`src/rtl/amdfs_pkg.sv`:
```
`timescale 1ns / 1ps
// shared types and constants for the adjacency matrix depth-first walker
// no dependencies

package amdfs_pkg;

	// field widths fixed by the item format
	localparam int VTX_W     = 5;
	localparam int VCOUNT_W  = 6;
	localparam int VTX_SPAN  = 1 << VTX_W;
	localparam int PDATA_W   = 32;
	localparam int PADDR_W   = 3;

	// opcodes
	localparam logic OP_ADD_EDGE = 1'b0;
	localparam logic OP_WALK     = 1'b1;

	// register index, taken from paddr[2]
	localparam logic REG_VERTEX_COUNT = 1'b0;

	localparam logic [VCOUNT_W-1:0] VCOUNT_RESET = 6'd32;

	// controller to datapath commands
	typedef struct packed {
		logic add_edge;
		logic start;
		logic push;
		logic pop;
		logic emit_pend;
		logic emit_last;
		logic emit_bad;
	} ctl_t;

	// datapath to controller status
	typedef struct packed {
		logic is_walk;
		logic start_ok;
		logic found;
		logic depth_one;
		logic slot_free;
	} stat_t;

endpackage

```
`src/rtl/amdfs_if.sv`:
```
`timescale 1ns / 1ps
// command and result channel interfaces for the depth-first walker
// depends on amdfs_pkg

interface amdfs_cmd_if;
	import amdfs_pkg::*;

	logic             valid;
	logic             ready;
	logic             opcode;
	logic [VTX_W-1:0] vertex_a;
	logic [VTX_W-1:0] vertex_b;

	modport source (output valid, opcode, vertex_a, vertex_b, input ready);
	modport sink (input valid, opcode, vertex_a, vertex_b, output ready);
endinterface

interface amdfs_walk_if;
	import amdfs_pkg::*;

	logic             valid;
	logic             ready;
	logic [VTX_W-1:0] visited_vertex;
	logic             last_of_walk;
	logic             bad_start;

	modport source (output valid, visited_vertex, last_of_walk, bad_start, input ready);
	modport sink (input valid, visited_vertex, last_of_walk, bad_start, output ready);
endinterface

```
`src/rtl/amdfs_ctrl.sv`:
```
`timescale 1ns / 1ps
// controller state machine for the depth-first walker
// depends on amdfs_pkg; drives the datapath through ctl_t

module amdfs_ctrl (
	input  logic            clk,
	input  logic            arst_n,
	input  logic            in_valid,
	output logic            in_ready,
	input  amdfs_pkg::stat_t stat,
	output amdfs_pkg::ctl_t  ctl
);
	import amdfs_pkg::*;

	typedef enum logic [2:0] {
		S_IDLE = 3'b001,
		S_RUN  = 3'b010,
		S_BAD  = 3'b100
	} state_t;

	state_t state_q, state_d;

	// state register
	always_ff @(posedge clk or negedge arst_n) begin
		if (!arst_n) begin
			state_q <= S_IDLE;
		end else begin
			state_q <= state_d;
		end
	end

	assign in_ready = (state_q == S_IDLE);

	// next state and commands
	always_comb begin
		state_d = state_q;
		ctl     = '0;
		case (state_q)
			S_IDLE: begin
				if (in_valid) begin
					if (!stat.is_walk) begin
						ctl.add_edge = 1'b1;
					end else if (stat.start_ok) begin
						ctl.start = 1'b1;
						state_d   = S_RUN;
					end else begin
						state_d = S_BAD;
					end
				end
			end
			S_BAD: begin
				if (stat.slot_free) begin
					ctl.emit_bad = 1'b1;
					state_d      = S_IDLE;
				end
			end
			S_RUN: begin
				if (stat.found) begin
					// descend: previous pending vertex goes out
					if (stat.slot_free) begin
						ctl.push      = 1'b1;
						ctl.emit_pend = 1'b1;
					end
				end else if (stat.depth_one) begin
					// stack empties: pending vertex is the final beat
					if (stat.slot_free) begin
						ctl.pop       = 1'b1;
						ctl.emit_pend = 1'b1;
						ctl.emit_last = 1'b1;
						state_d       = S_IDLE;
					end
				end else begin
					ctl.pop = 1'b1;
				end
			end
			default: begin
				state_d = S_IDLE;
			end
		endcase
	end

endmodule

```
`src/rtl/amdfs_dp.sv`:
```
`timescale 1ns / 1ps
// datapath: adjacency matrix, visited marks, vertex stack, lowest-neighbour
// encoder and result register; depends on amdfs_pkg

module amdfs_dp #(
	parameter int MAX_VERTICES = 32
) (
	input  logic                             clk,
	input  logic                             arst_n,
	input  logic [amdfs_pkg::VCOUNT_W-1:0]   vcount,
	input  logic                             opcode,
	input  logic [amdfs_pkg::VTX_W-1:0]      vertex_a,
	input  logic [amdfs_pkg::VTX_W-1:0]      vertex_b,
	input  amdfs_pkg::ctl_t                  ctl,
	output amdfs_pkg::stat_t                 stat,
	output logic                             out_valid,
	input  logic                             out_ready,
	output logic [amdfs_pkg::VTX_W-1:0]      visited_vertex,
	output logic                             last_of_walk,
	output logic                             bad_start
);
	import amdfs_pkg::*;

	// vertices reachable through the 5-bit fields
	localparam int NV = (MAX_VERTICES < VTX_SPAN) ? MAX_VERTICES : VTX_SPAN;
	localparam int VW = $clog2(NV);
	localparam int DW = $clog2(NV + 1);
	localparam logic [VCOUNT_W:0] MAX_L = (VCOUNT_W + 1)'(MAX_VERTICES);

	logic [NV-1:0] rows_q [NV];
	logic [NV-1:0] visited_q;
	logic [VW-1:0] stack_q [NV];
	logic [VW-1:0] top_q;
	logic [VW-1:0] pend_q;
	logic [DW-1:0] depth_q;

	logic          a_ok, b_ok;
	logic [VW-1:0] a_idx, b_idx;
	logic [NV-1:0] live;
	logic [NV-1:0] cand;
	logic [VW-1:0] sel;
	logic [DW-1:0] push_d, below_d;

	// range checks against the effective count
	assign a_ok  = ((VCOUNT_W + 1)'(vertex_a) < (VCOUNT_W + 1)'(vcount))
		&& ((VCOUNT_W + 1)'(vertex_a) < MAX_L);
	assign b_ok  = ((VCOUNT_W + 1)'(vertex_b) < (VCOUNT_W + 1)'(vcount))
		&& ((VCOUNT_W + 1)'(vertex_b) < MAX_L);
	assign a_idx = vertex_a[VW-1:0];
	assign b_idx = vertex_b[VW-1:0];

	// vertices below the live count
	always_comb begin
		for (int u = 0; u < NV; u++) begin
			live[u] = ((VCOUNT_W + 1)'(u) < (VCOUNT_W + 1)'(vcount));
		end
	end

	// unvisited live neighbours of the top vertex, lowest first
	assign cand = rows_q[top_q] & live & ~visited_q;

	always_comb begin
		sel = '0;
		for (int u = NV - 1; u >= 0; u--) begin
			if (cand[u]) begin
				sel = VW'(u);
			end
		end
	end

	assign push_d  = depth_q - DW'(1);
	assign below_d = depth_q - DW'(2);

	// status back to the controller
	assign stat.is_walk   = (opcode == OP_WALK);
	assign stat.start_ok  = a_ok;
	assign stat.found     = |cand;
	assign stat.depth_one = (depth_q == DW'(1));
	assign stat.slot_free = !out_valid || out_ready;

	// adjacency matrix, symmetric bits set together
	always_ff @(posedge clk or negedge arst_n) begin
		if (!arst_n) begin
			for (int r = 0; r < NV; r++) begin
				rows_q[r] <= '0;
			end
		end else if (ctl.add_edge && a_ok && b_ok) begin
			rows_q[a_idx][b_idx] <= 1'b1;
			rows_q[b_idx][a_idx] <= 1'b1;
		end
	end

	// visited marks and stack depth
	always_ff @(posedge clk or negedge arst_n) begin
		if (!arst_n) begin
			visited_q <= '0;
			depth_q   <= '0;
		end else if (ctl.start) begin
			visited_q <= {{(NV - 1){1'b0}}, 1'b1} << a_idx;
			depth_q   <= DW'(1);
		end else if (ctl.push) begin
			visited_q[sel] <= 1'b1;
			depth_q        <= depth_q + DW'(1);
		end else if (ctl.pop) begin
			depth_q <= depth_q - DW'(1);
		end
	end

	// stack below the top, top vertex and the vertex awaiting output
	always_ff @(posedge clk) begin
		if (ctl.start) begin
			top_q  <= a_idx;
			pend_q <= a_idx;
		end else if (ctl.push) begin
			stack_q[push_d[VW-1:0]] <= top_q;
			top_q                   <= sel;
			pend_q                  <= sel;
		end else if (ctl.pop && !stat.depth_one) begin
			top_q <= stack_q[below_d[VW-1:0]];
		end
	end

	// result register
	always_ff @(posedge clk or negedge arst_n) begin
		if (!arst_n) begin
			out_valid <= 1'b0;
		end else if (ctl.emit_pend || ctl.emit_bad) begin
			out_valid <= 1'b1;
		end else if (out_ready) begin
			out_valid <= 1'b0;
		end
	end

	always_ff @(posedge clk) begin
		if (ctl.emit_bad) begin
			visited_vertex <= '0;
			last_of_walk   <= 1'b1;
			bad_start      <= 1'b1;
		end else if (ctl.emit_pend) begin
			visited_vertex <= VTX_W'(pend_q);
			last_of_walk   <= ctl.emit_last;
			bad_start      <= 1'b0;
		end
	end

endmodule

```
`src/rtl/adjacency_matrix_dfs_order.sv`:
```
`timescale 1ns / 1ps
// Depth-first walker over an undirected adjacency bit matrix.
// Channels: cmd (sink) carries opcode, vertex_a, vertex_b; walk (source)
// carries visited_vertex, last_of_walk, bad_start. A beat moves when valid
// and ready are both high. Register vertex_count sits on an APB port at
// byte address 0; the user must write it only while the block is idle,
// which the block itself does not enforce. An add-edge beat gives no
// result and the block is ready again in the next cycle. A traverse beat
// emits one beat per visited vertex in depth-first order, the final one
// flagged last_of_walk. A walk takes one step per push and one per pop of
// the vertex stack: each step reads one matrix row and runs one lowest-bit
// encoder. A visited vertex waits in a pending register until the next
// push or the end of the walk, and its beat appears in the result register
// in the cycle after that. A bad start vertex gives a single beat, passing
// through the bad state and then the result register.
// cmd is ready only between walks. A stalled walk channel holds every
// step that emits a beat, while steps that only pop go on; nothing is dropped.
// Reset clears the matrix, the visited marks, the stack depth and the
// result valid flag, and sets vertex_count to 32.
// depends on amdfs_pkg, amdfs_if, amdfs_ctrl, amdfs_dp

module adjacency_matrix_dfs_order #(
	parameter int MAX_VERTICES = 32
) (
	input  logic                            clk,
	input  logic                            arst_n,
	amdfs_cmd_if.sink                       cmd,
	amdfs_walk_if.source                    walk,
	input  logic                            psel,
	input  logic                            penable,
	input  logic                            pwrite,
	input  logic [amdfs_pkg::PADDR_W-1:0]   paddr,
	input  logic [amdfs_pkg::PDATA_W-1:0]   pwdata,
	output logic [amdfs_pkg::PDATA_W-1:0]   prdata,
	output logic                            pready
);
	import amdfs_pkg::*;

	logic [VCOUNT_W-1:0] vcount_q;
	ctl_t                ctl;
	stat_t               stat;

	// configuration register
	assign pready = 1'b1;

	always_ff @(posedge clk or negedge arst_n) begin
		if (!arst_n) begin
			vcount_q <= VCOUNT_RESET;
		end else if (psel && penable && pwrite && pready
			&& (paddr[2] == REG_VERTEX_COUNT)) begin
			vcount_q <= pwdata[VCOUNT_W-1:0];
		end
	end

	assign prdata = (paddr[2] == REG_VERTEX_COUNT) ? PDATA_W'(vcount_q) : '0;

	amdfs_ctrl u_ctrl (
		.clk      (clk),
		.arst_n   (arst_n),
		.in_valid (cmd.valid),
		.in_ready (cmd.ready),
		.stat     (stat),
		.ctl      (ctl)
	);

	amdfs_dp #(
		.MAX_VERTICES (MAX_VERTICES)
	) u_dp (
		.clk            (clk),
		.arst_n         (arst_n),
		.vcount         (vcount_q),
		.opcode         (cmd.opcode),
		.vertex_a       (cmd.vertex_a),
		.vertex_b       (cmd.vertex_b),
		.ctl            (ctl),
		.stat           (stat),
		.out_valid      (walk.valid),
		.out_ready      (walk.ready),
		.visited_vertex (walk.visited_vertex),
		.last_of_walk   (walk.last_of_walk),
		.bad_start      (walk.bad_start)
	);

endmodule

```
`src/flat_wrapper.sv`:
```
// flat-port wrapper written by rule: the top's interface ports become plain ports
module adjacency_matrix_dfs_order_flat import amdfs_pkg::*;
#(
	parameter int MAX_VERTICES = 32
)
  (clk, arst_n, psel, penable, pwrite, paddr, pwdata, prdata, pready, cmd_valid, cmd_opcode, cmd_vertex_a, cmd_vertex_b, cmd_ready, walk_valid, walk_visited_vertex, walk_last_of_walk, walk_bad_start, walk_ready);
  amdfs_cmd_if cmd_i ();
  amdfs_walk_if walk_i ();
  input  logic clk;
  input  logic arst_n;
  input  logic psel;
  input  logic penable;
  input  logic pwrite;
  input  logic [amdfs_pkg::PADDR_W-1:0] paddr;
  input  logic [amdfs_pkg::PDATA_W-1:0] pwdata;
  output logic [amdfs_pkg::PDATA_W-1:0] prdata;
  output logic pready;
  input wire logic [$bits(cmd_i.valid)-1:0] cmd_valid;
  input wire logic [$bits(cmd_i.opcode)-1:0] cmd_opcode;
  input wire logic [$bits(cmd_i.vertex_a)-1:0] cmd_vertex_a;
  input wire logic [$bits(cmd_i.vertex_b)-1:0] cmd_vertex_b;
  output wire logic [$bits(cmd_i.ready)-1:0] cmd_ready;
  output wire logic [$bits(walk_i.valid)-1:0] walk_valid;
  output wire logic [$bits(walk_i.visited_vertex)-1:0] walk_visited_vertex;
  output wire logic [$bits(walk_i.last_of_walk)-1:0] walk_last_of_walk;
  output wire logic [$bits(walk_i.bad_start)-1:0] walk_bad_start;
  input wire logic [$bits(walk_i.ready)-1:0] walk_ready;
  assign cmd_i.valid = cmd_valid;
  assign cmd_i.opcode = cmd_opcode;
  assign cmd_i.vertex_a = cmd_vertex_a;
  assign cmd_i.vertex_b = cmd_vertex_b;
  assign cmd_ready = cmd_i.ready;
  assign walk_valid = walk_i.valid;
  assign walk_visited_vertex = walk_i.visited_vertex;
  assign walk_last_of_walk = walk_i.last_of_walk;
  assign walk_bad_start = walk_i.bad_start;
  assign walk_i.ready = walk_ready;
  adjacency_matrix_dfs_order #(.MAX_VERTICES(MAX_VERTICES)) u_core (.clk(clk), .arst_n(arst_n), .cmd(cmd_i), .walk(walk_i), .psel(psel), .penable(penable), .pwrite(pwrite), .paddr(paddr), .pwdata(pwdata), .prdata(prdata), .pready(pready));
endmodule
```
`config.mk`:
```
export PLATFORM = sky130hd
export DESIGN_NAME = adjacency_matrix_dfs_order_flat
export DESIGN_NICKNAME = d
export VERILOG_FILES = /design/src/rtl/amdfs_pkg.sv /design/src/rtl/amdfs_if.sv /design/src/rtl/amdfs_ctrl.sv /design/src/rtl/amdfs_dp.sv /design/src/rtl/adjacency_matrix_dfs_order.sv /design/src/flat_wrapper.sv
export SDC_FILE = /design/constraint.sdc
export NUM_CORES = 2
export LEC_CHECK = 0
export BUFFER_PORTS_ARGS = -buffer_cell sky130_fd_sc_hd__buf_4
export CAP_MARGIN = 25
export CELL_PAD_IN_SITES_DETAIL_PLACEMENT = 0
export CELL_PAD_IN_SITES_GLOBAL_PLACEMENT = 1
export CORE_MARGIN = 2
export CORE_UTILIZATION = 43
export DETAILED_ROUTE_END_ITERATION = 10
export PLACE_DENSITY = 0.69
export RECOVER_POWER = 100
export SYNTH_ARGS = -nofsm -noshare
export SYNTH_HDL_FRONTEND = slang
export SYNTH_SLANG_ARGS = --single-unit
export TNS_END_PERCENT = 50
```
`constraint.sdc`:
```
create_clock -name clk -period 6 [get_ports clk]
set_input_delay 0.9 -clock clk [delete_from_list [all_inputs] [get_ports clk]]
set_output_delay 0.9 -clock clk [all_outputs]
set_load 0.02 [all_outputs]
```
==> metrics.txt <==
Fillers roughly 12000; Max Slew Vio Count 1133; Root Buffer clkbuf_16; Commonest cells post-synth dfrtp_1, or2_2, nor2_1, nand2_1, clkbuf_1; FP Rows 135; final setup TNS 0 ns; Avg Cell Area, Syn ~12 µm²; CTS Sinks between 1000 and 1500; drt first pass iters 6; Hold Fails Final Rpt 0; Hold Buf Count CTS 0; layout cell share with drive strength beyond 1 0.2715; max cap viols 13; vias per cell approximately 6.5; # DRC 0; Clock Latency Late Sink between 0.8 and 0.9 ns; synth warn 0; Clk pin slew, worst setup/hold paths 0.06 ns; Final Wtd Congestion around 1.0; Setup Skew around 0.038 ns; top_reg_cell synth dfrtp_1; Tightest Hold Check Type input port to asynchronous set/reset pin; Final #Nets roughly 4900; DR WL/cell 33.73 µm; setup ws final between 0.4 and 0.5 ns; worst hold slack 0.1736 ns; critical path launch point type flop; post-synth top area cell dfrtp_1; IO Count between 90 and 100; Worst Tran Pin Value 4.053 ns; power per cell area 378.6 nW/µm²; register area share after synthesis 0.5457; CTS H-tree depth 4; Resized Gates After CTS 0; top post-synthesis cells by area dfrtp_1, mux4_2, edfxtp_1, or2_2, a221o_1; overall routed net length ~230000 µm; kind of critical path flop to flop; Die Wd about 370 µm; initial antenna violation count 6; Worst EP required approximately 6.7 ns; Worst VDD drop about 0.31 mV; ys async rst share 0.8583; cts bufs inserted approximately 140; fin crit share 0.9249; WP buf/inv 2; area grow syn2layout 12.12%; Tot GR Track Use 0.3224; Die Area approximately 140000 µm²; slowest stage cell, crit path clkbuf_1; Largest delay share family, worst path compound AO/OA/AOI/OAI gates; Place WS about 1 ns; Post-Layout Cell Count 6705; Lkg Pwr 0.03053 µW; min cycle time layout 5.550 ns; slowest stage delay, CP 1.01 ns; Inst Count DP 6442; violated checks max-capacitance violations, max-slew violations; synthesis-stage register bit count between 1000 and 1500; first-pass GRT wire length roughly 320000 µm; post-synthesis cell count about 4800; number of global-route vias before repair 42500; Clock Tree Buf Depth 3; DR vias ~43000; Synth top area share 0.4556; Iter 0 DRT Violations 5387; WP data arrival 6.23 ns; post-synthesis cell type count ~100; CTS tree yes; Slew HR -1.702; Core ar. around 140000 µm²; GRT overflow 0; DRT antenna net count 0; final setup violation count 0; Post-Syn Area approximately 59000 µm²; number of synthesized flops with an enable pin 170; Post-CTS Setup Inserts 0; fmax roughly 0.18 GHz; CP Capture Type flop; Initial Utilization 0.4333; unrepaired setup endpoints after global routing false; Die Ht around 370 µm; CP Max Fanout 19; Detailed Place HPWL roughly 150000 µm; PortBufs 39; pin count of the biggest net entering global routing approximately 180; outcome finished, violations left; most instantiated library cell after synthesis dfrtp_1; CP Cell Sequence clkbuf_1, nand4b_1, o22ai_1, a2111oi_0, nand3_1, nand4_1, nor2_1, and4_1, clkbuf_1, a211oi_1, nor2_1, a22o_1
final timing paths:
path                                       endpoint  depth (start not counted)  slack, ns                    start
max                          u_core.u_dp.depth_q[3]                         12       0.45     u_core.u_dp.top_q[4]
min                          u_core.u_dp.depth_q[0]                          1       0.17                   arst_n
max reg2reg                  u_core.u_dp.depth_q[3]                         12       0.45     u_core.u_dp.top_q[4]
min reg2reg                 u_core.u_dp.rows_q[591]                          1       0.45  u_core.u_dp.rows_q[591]
max in group asynchronous   u_core.u_dp.rows_q[125]                          2       1.28                   arst_n
min in group clk           u_core.u_ctrl.state_q[0]                          2       0.29               cmd_opcode
stage by stage:
step | instance area [µm²] | total power, µW | utilization
global placement | 61240 | 15960 | 0.4515
finish | 65900 | 24950 | 0.4858
floorplan | 58870 | 13360 | -
detailed placement | 61330 | 15980 | 0.4522
global route | 65890 | 25660 | 0.4858
CTS | 66120 | 24940 | 0.4875
flip-flops by register name, indices dropped and copies added, names as in the netlist:
name and cells:
u_core.u_ctrl.state_q 3, u_core.u_dp.bad_start 1, u_core.u_dp.depth_q 6, u_core.u_dp.last_of_walk 1, u_core.u_dp.out_valid 1, u_core.u_dp.pend_q 5
u_core.u_dp.rows_q 1024, u_core.u_dp.stack_q 160, u_core.u_dp.top_q 5, u_core.u_dp.visited_q 32, u_core.u_dp.visited_vertex 5, u_core.vcount_q 6
cell families (layout without fill, tap and decap cells):
kind of cell | count (synthesis) | in the layout | share of synthesized area
AND/OR/NAND/NOR | 1711 | 1711 | 0.1534
flip-flops | 1249 | 1249 | 0.5457
AO/OA/AOI/OAI | 977 | 977 | 0.1294
buffers and inverters | 454 | 522 | 0.04038
multiplexers | 412 | 412 | 0.1265
adder cells (fa/ha/maj) | 17 | 17 | 0.003619
XOR/XNOR | 5 | 5 | 0.0007452
other | 2 | 31 | 0.0001278
power breakdown:
group | switching (µW) | internal [µW]
Combinational | 4340 | 2280
Clock | 3740 | 5270
Sequential | 317 | 9000
Total | 8390 | 16600
layout by cell type, fill, tap and decap left out, types with 127 or more instances in the layout:
| master | synthesis | layout |
|---|---|---|
| a221o_1 | 225 | 225 |
| clkbuf_16 | 0 | 141 |
| a22oi_1 | 291 | 291 |
| buf_4 | 45 | 176 |
| o22ai_1 | 160 | 160 |
| edfxtp_1 | 170 | 170 |
| mux2i_1 | 127 | 127 |
| nor2_1 | 394 | 344 |
| nand2b_1 | 295 | 295 |
| dfrtp_1 | 1070 | 1068 |
| nand2_1 | 312 | 313 |
| mux4_2 | 239 | 239 |
| or2_2 | 511 | 511 |
worst reg2reg max path: cells and delay by family (launching register included):
family,cells,cell delay [ns]
buf+inv,2,1.26
compound gates,4,2.05
flops,1,0.38
simple gates,6,1.76
final cells by class:
class                      count  area [µm²]  area share
sequential                  1249       32080      0.4868
timing repair buffer         252        2063     0.03131
antenna                        4       10.01   0.0001519
inverter                      17       63.81   0.0009683
tap                         1781        2228     0.03382
clock buffer                 195        4021     0.06102
multi-input combinational   3149       24660      0.3743
clock inverter                58       769.5     0.01168
metal layers:
layer | GRT usage | share of wire | vias up
met4 | 0.1419 | 0.047 | 8
met1 | 0.4516 | 0.41 | 22620
met2 | 0.4495 | 0.42 | 2634
met3 | 0.1146 | 0.12 | 517
li1 | - | - | 17700
met5 | 0 | 0.00024 | -
Power figures use the tool's default switching activity.
